## config.mk

```make
export PLATFORM = sky130hd
export DESIGN_NAME = spi_master_bit_engine_top_flat
export DESIGN_NICKNAME = d
export VERILOG_FILES = /design/src/rtl/smbe_pkg.sv /design/src/rtl/smbe_req_if.sv /design/src/rtl/smbe_rsp_if.sv /design/src/rtl/smbe_csr.sv /design/src/rtl/smbe_core.sv /design/src/rtl/spi_master_bit_engine_top.sv /design/src/flat_wrapper.sv
export SDC_FILE = /design/constraint.sdc
export NUM_CORES = 1
export LEC_CHECK = 0
export BUFFER_PORTS_ARGS = -buffer_cell sky130_fd_sc_hd__buf_4
export CORE_ASPECT_RATIO = 0.8
export CORE_UTILIZATION = 59
export DETAILED_ROUTE_END_ITERATION = 16
export GPL_TIMING_DRIVEN = 0
export PLACE_DENSITY = 0.8
export SETUP_SLACK_MARGIN = 0.02
export SLEW_MARGIN = 20
export SYNTH_ARGS = -nofsm -noshare
export SYNTH_HDL_FRONTEND = slang
export SYNTH_HIERARCHICAL = 1
export SYNTH_SLANG_ARGS = --single-unit
```

## constraint.sdc

```tcl
create_clock -name clock -period 7.04 [get_ports clock]
set_input_delay 0.352 -clock clock [delete_from_list [all_inputs] [get_ports clock]]
set_output_delay 0.352 -clock clock [all_outputs]
set_load 0.03 [all_outputs]
```

## src/rtl/smbe_pkg.sv

```systemverilog
// Shared types and constants for the SPI master bit engine.
package smbe_pkg;

   // Width of the bit count field on the request channel.
   localparam int CNT_W = 6;

   // CSR data and address widths.
   localparam int CSR_DATA_W = 32;
   localparam int CSR_ADDR_W = 5;

   // Sequencer phases: pre wait, four steps per bit, post wait.
   typedef enum logic [3:0] {
      PH_IDLE = 4'd0,
      PH_PRE  = 4'd1,
      PH_A    = 4'd2,
      PH_B    = 4'd3,
      PH_C    = 4'd4,
      PH_D    = 4'd5,
      PH_POST = 4'd6
   } phase_type;

   // CSR register indexes (byte address = 4 * index).
   typedef enum logic [2:0] {
      REG_POLARITY = 3'd0,
      REG_PHASE    = 3'd1,
      REG_PRE      = 3'd2,
      REG_POST     = 3'd3,
      REG_SAMPLE   = 3'd4,
      REG_SETTLE   = 3'd5
   } reg_index_type;

   // Indexes into the packed array of wait lengths.
   localparam int WAIT_PRE    = 0;
   localparam int WAIT_POST   = 1;
   localparam int WAIT_SAMPLE = 2;
   localparam int WAIT_SETTLE = 3;
   localparam int WAIT_COUNT  = 4;

   // Clock mode bits handed from the CSR block to the sequencer.
   typedef struct packed {
      logic polarity;
      logic phase;
   } mode_type;

endpackage

```

## src/rtl/smbe_req_if.sv

```systemverilog
// Request channel interface: one timing tick per transfer.
interface smbe_req_if
   import smbe_pkg::*;
#(
   parameter int WORD_BITS = 32
);
   logic                 valid;
   logic                 ready;
   logic                 start_req;
   logic [WORD_BITS-1:0] tx_word;
   logic [CNT_W-1:0]     xfer_bits;
   logic                 miso_level;

   modport source (output valid, start_req, tx_word, xfer_bits, miso_level, input ready);
   modport sink   (input valid, start_req, tx_word, xfer_bits, miso_level, output ready);
endinterface

```

## src/rtl/smbe_rsp_if.sv

```systemverilog
// Response channel interface: pin levels and status for one tick.
interface smbe_rsp_if #(
   parameter int WORD_BITS = 32
);
   logic                 valid;
   logic                 ready;
   logic                 sck_level;
   logic                 mosi_level;
   logic                 busy_res;
   logic                 done_res;
   logic [WORD_BITS-1:0] rx_word;

   modport source (output valid, sck_level, mosi_level, busy_res, done_res, rx_word,
                   input ready);
   modport sink   (input valid, sck_level, mosi_level, busy_res, done_res, rx_word,
                   output ready);
endinterface

```

## src/rtl/smbe_csr.sv

```systemverilog
// APB-style configuration registers for the SPI master bit engine.
module smbe_csr
   import smbe_pkg::*;
#(
   parameter int WAIT_BITS = 16
) (
   input  logic                                  clock,
   input  logic                                  reset,
   input  logic                                  psel,
   input  logic                                  penable,
   input  logic                                  pwrite,
   input  logic [CSR_ADDR_W-1:0]                 paddr,
   input  logic [CSR_DATA_W-1:0]                 pwdata,
   output logic [CSR_DATA_W-1:0]                 prdata,
   output logic                                  pready,
   output mode_type                              mode,
   output logic [WAIT_COUNT-1:0][WAIT_BITS-1:0]  waits
);

   mode_type                             mode_ff, mode_in;
   logic [WAIT_COUNT-1:0][WAIT_BITS-1:0] waits_ff, waits_in;
   reg_index_type                        idx;
   logic                                 wr_en;

   assign idx   = reg_index_type'(paddr[CSR_ADDR_W-1:2]);
   assign wr_en = psel && penable && pwrite;
   assign pready = 1'b1;

   always_comb begin
      mode_in  = mode_ff;
      waits_in = waits_ff;
      if (wr_en) begin
         case (idx)
            REG_POLARITY: mode_in.polarity          = pwdata[0];
            REG_PHASE:    mode_in.phase             = pwdata[0];
            REG_PRE:      waits_in[WAIT_PRE]        = pwdata[WAIT_BITS-1:0];
            REG_POST:     waits_in[WAIT_POST]       = pwdata[WAIT_BITS-1:0];
            REG_SAMPLE:   waits_in[WAIT_SAMPLE]     = pwdata[WAIT_BITS-1:0];
            REG_SETTLE:   waits_in[WAIT_SETTLE]     = pwdata[WAIT_BITS-1:0];
            default: begin
            end
         endcase
      end
   end

   always_comb begin
      case (idx)
         REG_POLARITY: prdata = CSR_DATA_W'(mode_ff.polarity);
         REG_PHASE:    prdata = CSR_DATA_W'(mode_ff.phase);
         REG_PRE:      prdata = CSR_DATA_W'(waits_ff[WAIT_PRE]);
         REG_POST:     prdata = CSR_DATA_W'(waits_ff[WAIT_POST]);
         REG_SAMPLE:   prdata = CSR_DATA_W'(waits_ff[WAIT_SAMPLE]);
         REG_SETTLE:   prdata = CSR_DATA_W'(waits_ff[WAIT_SETTLE]);
         default:      prdata = '0;
      endcase
   end

   always_ff @(posedge clock) begin
      if (reset) begin
         mode_ff  <= '0;
         waits_ff <= {WAIT_COUNT{WAIT_BITS'(1)}};
      end else begin
         mode_ff  <= mode_in;
         waits_ff <= waits_in;
      end
   end

   assign mode  = mode_ff;
   assign waits = waits_ff;

endmodule

```

## src/rtl/smbe_core.sv

```systemverilog
// Phase sequencer and shift registers: one step per accepted tick.
module smbe_core
   import smbe_pkg::*;
#(
   parameter int WORD_BITS = 32,
   parameter int WAIT_BITS = 16
) (
   input  logic                                  clock,
   input  logic                                  reset,
   input  logic                                  step,
   input  logic                                  start_req,
   input  logic [WORD_BITS-1:0]                  tx_word,
   input  logic [CNT_W-1:0]                      xfer_bits,
   input  logic                                  miso_level,
   input  mode_type                              mode,
   input  logic [WAIT_COUNT-1:0][WAIT_BITS-1:0]  waits,
   output logic                                  sck_level,
   output logic                                  mosi_level,
   output logic                                  busy_res,
   output logic                                  done_res,
   output logic [WORD_BITS-1:0]                  rx_word
);

   localparam int IDX_W = $clog2(WORD_BITS);

   phase_type            phase_ff, phase_in;
   logic [WAIT_BITS-1:0] wait_ff, wait_in, wait_dec;
   logic [CNT_W-1:0]     bit_index_ff, bit_index_in;
   logic [CNT_W-1:0]     bits_total_ff, bits_total_in;
   logic [WORD_BITS-1:0] tx_ff, tx_in;
   logic [WORD_BITS-1:0] rx_ff, rx_in;
   logic                 sck_ff, sck_in;
   logic                 mosi_ff, mosi_in;
   logic                 expire;
   logic                 done;
   logic [WAIT_BITS-1:0] eff_pre, eff_post, eff_sample, eff_settle;
   logic                 cur_bit;

   // A zero wait counts as one tick.
   assign eff_pre    = (waits[WAIT_PRE] == '0)    ? WAIT_BITS'(1) : waits[WAIT_PRE];
   assign eff_post   = (waits[WAIT_POST] == '0)   ? WAIT_BITS'(1) : waits[WAIT_POST];
   assign eff_sample = (waits[WAIT_SAMPLE] == '0) ? WAIT_BITS'(1) : waits[WAIT_SAMPLE];
   assign eff_settle = (waits[WAIT_SETTLE] == '0) ? WAIT_BITS'(1) : waits[WAIT_SETTLE];

   assign wait_dec = (wait_ff != '0) ? wait_ff - WAIT_BITS'(1) : wait_ff;
   assign expire   = (phase_ff != PH_IDLE) && (wait_dec == '0);

   // Advance the bit index when leaving the last step of a bit.
   assign bit_index_in = (expire && phase_ff == PH_D) ? bit_index_ff + CNT_W'(1)
                                                      : bit_index_ff;
   assign cur_bit = tx_ff[bit_index_in[IDX_W-1:0]];

   // Next phase.
   always_comb begin
      phase_in = phase_ff;
      if (phase_ff == PH_IDLE) begin
         if (start_req) begin
            phase_in = PH_PRE;
         end
      end else if (expire) begin
         case (phase_ff)
            PH_PRE:  phase_in = (bits_total_ff != '0) ? PH_A : PH_POST;
            PH_A:    phase_in = PH_B;
            PH_B:    phase_in = PH_C;
            PH_C:    phase_in = PH_D;
            PH_D:    phase_in = (bit_index_in < bits_total_ff) ? PH_A : PH_POST;
            default: phase_in = PH_IDLE;
         endcase
      end
   end

   // Datapath actions on phase entry.
   always_comb begin
      wait_in       = wait_ff;
      bits_total_in = bits_total_ff;
      tx_in         = tx_ff;
      rx_in         = rx_ff;
      sck_in        = sck_ff;
      mosi_in       = mosi_ff;
      done          = 1'b0;
      if (phase_ff == PH_IDLE) begin
         if (start_req) begin
            tx_in         = tx_word;
            bits_total_in = (int'(xfer_bits) > WORD_BITS) ? CNT_W'(WORD_BITS) : xfer_bits;
            rx_in         = '0;
            mosi_in       = 1'b0;
            sck_in        = 1'b0;
            wait_in       = eff_pre;
         end
      end else begin
         wait_in = wait_dec;
         if (expire) begin
            case (phase_in)
               PH_A: begin
                  if (mode.phase) begin
                     sck_in = 1'b1; wait_in = eff_sample;
                  end else begin
                     mosi_in = cur_bit; wait_in = eff_settle;
                  end
               end
               PH_B: begin
                  if (mode.phase) begin
                     mosi_in = cur_bit; wait_in = eff_settle;
                  end else begin
                     sck_in = 1'b1; wait_in = eff_sample;
                  end
               end
               PH_C: begin
                  if (mode.phase) begin
                     sck_in = 1'b0; wait_in = eff_sample;
                  end else begin
                     rx_in = {rx_ff[WORD_BITS-2:0], miso_level}; wait_in = eff_settle;
                  end
               end
               PH_D: begin
                  if (mode.phase) begin
                     rx_in = {rx_ff[WORD_BITS-2:0], miso_level}; wait_in = eff_settle;
                  end else begin
                     sck_in = 1'b0; wait_in = eff_sample;
                  end
               end
               PH_POST: begin
                  mosi_in = 1'b0;
                  wait_in = eff_post;
               end
               default: begin
                  done = 1'b1;
               end
            endcase
         end
      end
   end

   always_ff @(posedge clock) begin
      if (reset) begin
         phase_ff      <= PH_IDLE;
         wait_ff       <= '0;
         bit_index_ff  <= '0;
         bits_total_ff <= '0;
         tx_ff         <= '0;
         rx_ff         <= '0;
         sck_ff        <= 1'b0;
         mosi_ff       <= 1'b0;
      end else if (step) begin
         phase_ff      <= phase_in;
         wait_ff       <= wait_in;
         bit_index_ff  <= (phase_ff == PH_IDLE) ? '0 : bit_index_in;
         bits_total_ff <= bits_total_in;
         tx_ff         <= tx_in;
         rx_ff         <= rx_in;
         sck_ff        <= sck_in;
         mosi_ff       <= mosi_in;
      end
   end

   assign sck_level  = sck_in ^ mode.polarity;
   assign mosi_level = mosi_in;
   assign busy_res   = (phase_in != PH_IDLE);
   assign done_res   = done;
   assign rx_word    = done ? rx_in : '0;

endmodule

```

## src/rtl/spi_master_bit_engine_top.sv

```systemverilog
// Top level of the tick-driven SPI master bit engine.
//
//  channel   direction  handshake          content
//  req_chan  in         valid/ready        start_req, tx_word, xfer_bits, miso_level
//  rsp_chan  out        valid/ready        sck_level, mosi_level, busy_res, done_res, rx_word
//  csr       in         psel/penable/pwrite  six config registers at 4*index
//
// One request transfer is taken every cycle while ready is high; its response is registered.
// The sequencer step is a short path from the phase/counter registers to the result
// register, so throughput is one tick per clock, limited only by the response side.
// A two-entry output buffer (result register plus skid) keeps req_chan.ready high
// while one response waits; ready drops only when both entries are full.
// Reset is synchronous, active high; the config registers return to their defaults.
module spi_master_bit_engine_top
   import smbe_pkg::*;
#(
   parameter int WORD_BITS = 32,
   parameter int WAIT_BITS = 16
) (
   input  logic                  clock,
   input  logic                  reset,
   smbe_req_if.sink              req_chan,
   smbe_rsp_if.source            rsp_chan,
   input  logic                  psel,
   input  logic                  penable,
   input  logic                  pwrite,
   input  logic [CSR_ADDR_W-1:0] paddr,
   input  logic [CSR_DATA_W-1:0] pwdata,
   output logic [CSR_DATA_W-1:0] prdata,
   output logic                  pready
);

   localparam int RES_W = WORD_BITS + 4;

   mode_type                             mode;
   logic [WAIT_COUNT-1:0][WAIT_BITS-1:0] waits;
   logic                                 accept;
   logic                                 pop;
   logic                                 core_sck, core_mosi, core_busy, core_done;
   logic [WORD_BITS-1:0]                 core_rx;
   logic [RES_W-1:0]                     result;

   // Output buffer: head register drives the port, skid holds the overflow.
   logic             out_valid_ff, out_valid_in;
   logic [RES_W-1:0] out_data_ff, out_data_in;
   logic             skid_valid_ff, skid_valid_in;
   logic [RES_W-1:0] skid_data_ff, skid_data_in;

   smbe_csr #(
      .WAIT_BITS (WAIT_BITS)
   ) u_csr (
      .clock   (clock),
      .reset   (reset),
      .psel    (psel),
      .penable (penable),
      .pwrite  (pwrite),
      .paddr   (paddr),
      .pwdata  (pwdata),
      .prdata  (prdata),
      .pready  (pready),
      .mode    (mode),
      .waits   (waits)
   );

   // Take a tick whenever the skid entry is free.
   assign req_chan.ready = !skid_valid_ff;
   assign accept         = req_chan.valid && req_chan.ready;
   assign pop            = rsp_chan.valid && rsp_chan.ready;

   smbe_core #(
      .WORD_BITS (WORD_BITS),
      .WAIT_BITS (WAIT_BITS)
   ) u_core (
      .clock      (clock),
      .reset      (reset),
      .step       (accept),
      .start_req  (req_chan.start_req),
      .tx_word    (req_chan.tx_word),
      .xfer_bits  (req_chan.xfer_bits),
      .miso_level (req_chan.miso_level),
      .mode       (mode),
      .waits      (waits),
      .sck_level  (core_sck),
      .mosi_level (core_mosi),
      .busy_res   (core_busy),
      .done_res   (core_done),
      .rx_word    (core_rx)
   );

   assign result = {core_sck, core_mosi, core_busy, core_done, core_rx};

   // Buffer control: load the head when it is empty or drains, else park in skid.
   always_comb begin
      out_valid_in  = out_valid_ff;
      out_data_in   = out_data_ff;
      skid_valid_in = skid_valid_ff;
      skid_data_in  = skid_data_ff;
      if (accept) begin
         if (!out_valid_ff || pop) begin
            out_valid_in = 1'b1;
            out_data_in  = result;
         end else begin
            skid_valid_in = 1'b1;
            skid_data_in  = result;
         end
      end else if (pop) begin
         if (skid_valid_ff) begin
            out_data_in   = skid_data_ff;
            skid_valid_in = 1'b0;
         end else begin
            out_valid_in = 1'b0;
         end
      end
   end

   always_ff @(posedge clock) begin
      if (reset) begin
         out_valid_ff  <= 1'b0;
         skid_valid_ff <= 1'b0;
      end else begin
         out_valid_ff  <= out_valid_in;
         skid_valid_ff <= skid_valid_in;
      end
      out_data_ff  <= out_data_in;
      skid_data_ff <= skid_data_in;
   end

   assign rsp_chan.valid      = out_valid_ff;
   assign rsp_chan.sck_level  = out_data_ff[RES_W-1];
   assign rsp_chan.mosi_level = out_data_ff[RES_W-2];
   assign rsp_chan.busy_res   = out_data_ff[RES_W-3];
   assign rsp_chan.done_res   = out_data_ff[RES_W-4];
   assign rsp_chan.rx_word    = out_data_ff[WORD_BITS-1:0];

   // The skid entry is only ever filled behind a full head.
   a_skid_behind_head: assert property (@(posedge clock) disable iff (reset)
      skid_valid_ff |-> out_valid_ff)
      else $error("skid entry valid with empty head");

   // The done tick always reports the engine as no longer busy.
   a_done_not_busy: assert property (@(posedge clock) disable iff (reset)
      rsp_chan.valid && rsp_chan.done_res |-> !rsp_chan.busy_res)
      else $error("done reported while busy");

   // Received data shows only on the done tick.
   a_rx_only_on_done: assert property (@(posedge clock) disable iff (reset)
      rsp_chan.valid && !rsp_chan.done_res |-> rsp_chan.rx_word == '0)
      else $error("rx_word nonzero outside done");

   // A start taken while the engine is idle makes that tick's result busy.
   a_start_goes_busy: assert property (@(posedge clock) disable iff (reset)
      accept && req_chan.start_req && (u_core.phase_ff == PH_IDLE) |-> core_busy)
      else $error("start did not begin a transfer");

endmodule

```

## src/flat_wrapper.sv

```systemverilog
// flat-port wrapper written by rule: the top's interface ports become plain ports
module spi_master_bit_engine_top_flat import smbe_pkg::*;
#(
   parameter int WORD_BITS = 32,
   parameter int WAIT_BITS = 16
)
  (clock, reset, psel, penable, pwrite, paddr, pwdata, prdata, pready, req_chan_valid, req_chan_start_req, req_chan_tx_word, req_chan_xfer_bits, req_chan_miso_level, req_chan_ready, rsp_chan_valid, rsp_chan_sck_level, rsp_chan_mosi_level, rsp_chan_busy_res, rsp_chan_done_res, rsp_chan_rx_word, rsp_chan_ready);
  smbe_req_if #(.WORD_BITS(WORD_BITS)) req_chan_i ();
  smbe_rsp_if #(.WORD_BITS(WORD_BITS)) rsp_chan_i ();
  input  logic clock;
  input  logic reset;
  input  logic psel;
  input  logic penable;
  input  logic pwrite;
  input  logic [CSR_ADDR_W-1:0] paddr;
  input  logic [CSR_DATA_W-1:0] pwdata;
  output logic [CSR_DATA_W-1:0] prdata;
  output logic pready;
  input wire logic [$bits(req_chan_i.valid)-1:0] req_chan_valid;
  input wire logic [$bits(req_chan_i.start_req)-1:0] req_chan_start_req;
  input wire logic [$bits(req_chan_i.tx_word)-1:0] req_chan_tx_word;
  input wire logic [$bits(req_chan_i.xfer_bits)-1:0] req_chan_xfer_bits;
  input wire logic [$bits(req_chan_i.miso_level)-1:0] req_chan_miso_level;
  output wire logic [$bits(req_chan_i.ready)-1:0] req_chan_ready;
  output wire logic [$bits(rsp_chan_i.valid)-1:0] rsp_chan_valid;
  output wire logic [$bits(rsp_chan_i.sck_level)-1:0] rsp_chan_sck_level;
  output wire logic [$bits(rsp_chan_i.mosi_level)-1:0] rsp_chan_mosi_level;
  output wire logic [$bits(rsp_chan_i.busy_res)-1:0] rsp_chan_busy_res;
  output wire logic [$bits(rsp_chan_i.done_res)-1:0] rsp_chan_done_res;
  output wire logic [$bits(rsp_chan_i.rx_word)-1:0] rsp_chan_rx_word;
  input wire logic [$bits(rsp_chan_i.ready)-1:0] rsp_chan_ready;
  assign req_chan_i.valid = req_chan_valid;
  assign req_chan_i.start_req = req_chan_start_req;
  assign req_chan_i.tx_word = req_chan_tx_word;
  assign req_chan_i.xfer_bits = req_chan_xfer_bits;
  assign req_chan_i.miso_level = req_chan_miso_level;
  assign req_chan_ready = req_chan_i.ready;
  assign rsp_chan_valid = rsp_chan_i.valid;
  assign rsp_chan_sck_level = rsp_chan_i.sck_level;
  assign rsp_chan_mosi_level = rsp_chan_i.mosi_level;
  assign rsp_chan_busy_res = rsp_chan_i.busy_res;
  assign rsp_chan_done_res = rsp_chan_i.done_res;
  assign rsp_chan_rx_word = rsp_chan_i.rx_word;
  assign rsp_chan_i.ready = rsp_chan_ready;
  spi_master_bit_engine_top #(.WORD_BITS(WORD_BITS), .WAIT_BITS(WAIT_BITS)) u_core (.clock(clock), .reset(reset), .req_chan(req_chan_i), .rsp_chan(rsp_chan_i), .psel(psel), .penable(penable), .pwrite(pwrite), .paddr(paddr), .pwdata(pwdata), .prdata(prdata), .pready(pready));
endmodule
```

==> reports/metrics.yaml <==
run_status:
  status: "complete, no violations"
worst_setup_path:
  path_class: "reg2reg"
  worst-path-buf-inv: 5
  slowest_delay_ns: 0.72
  cp_common_cell: "a21oi_1"
  arrival_ns: 6.93
  crit_path_start_kind: "register"
  cp_data_required_time_ns: 7.47
  critPathTopFamily: "simple AND/OR/NAND/NOR gates"
  slowest_stage: "nor4_1"
  crit_chain: "inv_1, ha_1, or4b_1, buf_4, nor4_1, nand3_1, nand3b_1, nand4_1, o41ai_1, and2_1, buf_2, inv_1, ha_1, a21oi_1, a21oi_1, a211oi_1, o211ai_1, mux2i_1, nor3_1, a211oi_2, buf_6, a221oi_1, a21oi_1"
  worstSetupEndpointType: "register"
  crit_fanout: 10
synth:
  yosysTopAreaCell: "dfxtp_1"
  syn_area_per_cell_sq_um: 9.86
  synth-seq-area-share_pct: 44.2
  synth-seq-cells: 238
  synth.area.top_cells: "dfxtp_1 27%, edfxtp_1 17%, mux2i_1 8.9%"
  ys.flop_type: "dfxtp_1"
  yosys_warnings: 6
  syn_area_sq_um: 12400
  synth_edf_count: 72
  ys_types: 80
  netlist_instances: 1260
  synth_top_area_share_pct: 26.8
  async_reset_ff_share_pct: 0
routing:
  met1_length_um: 14800
  top_layer: "met4"
  wl_met2_um: 15100
  dr.pass1.iters: 7
  detail-route-antenna-nets: 0
  wl_per_cell_um: 19.8
  via_per_inst: 6.25
  routed_wl_um: 33800
  drc: 0
  num_vias: 10600
  route.met3.wl_um: 3280
  drtIter0Drc: 1167
place:
  dp_hpwl_um: 24700
  gp_congestion: 0.947
  dp.cells: 1664
  port_buffers: 117
layout:
  area_delta_synth_final_pct: 17.3
  n_antenna_cell: 0
  final_common_cell: "dfxtp_1"
  final_cells: 1703
  drive_gt1_share_pct: 19.0
  n_fill_cell: 1566
  final_cell_mix: "166 x dfxtp_1, 142 x buf_4, 123 x nand2_1, 110 x mux2i_1, 96 x nor2_1"
  final_nets: 1512
worst_hold_path:
  hold_class: "in2reg"
sta:
  period_minus_slack_ns: 6.51
  rsz0062_at_grt: "no"
  setup_violations: 0
  fin_worst_skew_ns: 0.0166
  max_freq_ghz: 0.154
  whs_ns: 0.0863
  report.final.slew_viol_count: 0
  fin_tns_setup_ns: 0
  hold_violations: 0
  fin_crit_sh_pct: 92.4
  max_slew_margin_pct: 31.0
  worstMarginPinSlew_ns: 1.03
floorplan:
  row_count: 47
  die_w_um: 164
  start_util_pct: 60.2
  coreArea_sq_um: 20600
  die_h_um: 132
  ios: 155
  dieArea_sq_um: 21600
clocking:
  clk_path_buf_depth: 3
  cts.reportedPaths.clkPinSlew_ns: 0.07
  cts.htree.levels: 1
  cts.sinks: 238
  clk_latency_ns: 0.53
  numCtsBuffers: 24
  cts_tree: "built"
  cts_root_buf: "clkbuf_16"
grt:
  antenna_found_initial: 0
  grt_pass1_wl_um: 53800
  grt_max_degree: 37
  grt_pass1_vias: 10100
  grt.overflow.total: 0
  track_usage_pct: 31.2
flow_run:
  max_cap_viol_count: 0
power_and_ir_drop:
  power_per_cell_area_nw_per_um2: 236
  ir_worst_vdd_mv: 0.230
  power_leakage_nw: 5.57
[cell families after synthesis]
family | count (synthesis) | share of synthesized area, %
compound gates | 267 | 15.2
xor+xnor | 11 | 0.776
fa+ha+maj | 7 | 0.705
buf+inv | 127 | 5.35
flops | 238 | 44.2
mux | 167 | 15.8
other cells | 2 | 0.0605
simple gates | 441 | 18.0
[stage by stage]
stage	util, %	cell area [sq um]	setup WS, ns	total power [W]
2_1_floorplan	-	12500	1.70	0.00193
3_3_place_gp	66.3	13700	0.224	0.00210
3_5_place_dp	66.5	13700	0.127	0.00211
4_1_cts	70.5	14500	0.0867	0.00344
5_1_grt	70.6	14600	0.150	0.00355
6_report	70.6	14600	0.535	0.00343
[synthesized netlist by cell type (22+ instances only)]
| cell | count |
|---|---|
| nor4_1 | 24 |
| a21oi_1 | 74 |
| nor2_1 | 96 |
| mux2i_1 | 111 |
| edfxtp_1 | 72 |
| mux2_2 | 32 |
| nor3_1 | 23 |
| dfxtp_1 | 166 |
| buf_4 | 22 |
| clkbuf_1 | 59 |
| nand2b_1 | 85 |
| a22oi_1 | 46 |
| nand2_1 | 123 |
[worst register-to-register path, cell delays in order, from the launching register on]
cell	delay (ns)
dfxtp_1	0.41
inv_1	0.11
ha_1	0.25
or4b_1	0.45
buf_4	0.19
nor4_1	0.73
nand3_1	0.17
nand3b_1	0.21
nand4_1	0.40
o41ai_1	0.54
and2_1	0.18
buf_2	0.16
inv_1	0.10
ha_1	0.30
a21oi_1	0.15
a21oi_1	0.09
a211oi_1	0.32
o211ai_1	0.17
mux2i_1	0.27
nor3_1	0.10
a211oi_2	0.55
buf_6	0.24
a221oi_1	0.10
a21oi_1	0.22
[per-layer routing]
metal / track usage [%] / vias up
met4: 6.84 / 0
met5: 0 / -
met3: 6.29 / 65
met1: 46.5 / 5073
li1: - / 4937
met2: 46.7 / 571
[report_power, final]
part | switching, W | internal [W] | leakage [nW] | total, W
Clock | 0.000527 | 0.000811 | 0.407 | 0.00134
Combinational | 0.000359 | 0.000224 | 3.17 | 0.000584
Sequential | 0.0000411 | 0.00147 | 1.98 | 0.00151
[path summary, 6_finish.rpt]
kind	end	cells after the start	startpoint	slack [ns]
max reg2reg	u_core/u_core/wait_ff[15]$_SDFFE_PP0P_	23	u_core/u_core/wait_ff[1]$_SDFFE_PP0P_	0.53
min	u_core/u_core/tx_ff[7]$_SDFFE_PP0P_	3	req_chan_tx_word[7]	0.09
max	u_core/u_core/wait_ff[15]$_SDFFE_PP0P_	23	u_core/u_core/wait_ff[1]$_SDFFE_PP0P_	0.53
min reg2reg	u_core/u_core/tx_ff[17]$_SDFFE_PP0P_	2	u_core/u_core/tx_ff[17]$_SDFFE_PP0P_	0.47
[state kept, by name (all words and copies together) (netlist names), 2 cells and up]
signal and flops:
u_core/u_csr/waits 64, u_core/u_core/tx_ff 32, u_core/skid_data_ff 36, u_core/u_core/bits_total_ff 6
u_core/u_core/wait_ff 16, u_core/u_core/bit_index_ff 6, u_core/u_csr/mode 2, u_core/out_data_ff 36
u_core/u_core/phase_ff 4, u_core/u_core/rx_ff 32
[area by class of cell]
cell class	instances	area [sq um]	share of cell area, %
multi-input cells	910	6350	43.6
flip-flops and latches	238	5490	37.7
repair buffers	120	901	6.19
clock buffers	30	663	4.55
plain buffers	108	593	4.07
well taps	269	337	2.31
clock inverters	9	160	1.10
inverters	19	71.3	0.490
[what timing repair did]
action                                  4_1_cts  5_1_grt
endpoints found under the setup margin        0        3
hold buffers                                  0        0
resized for setup                             0        3
setup buffers                                 0        0
Power figures use the tool's default switching activity.
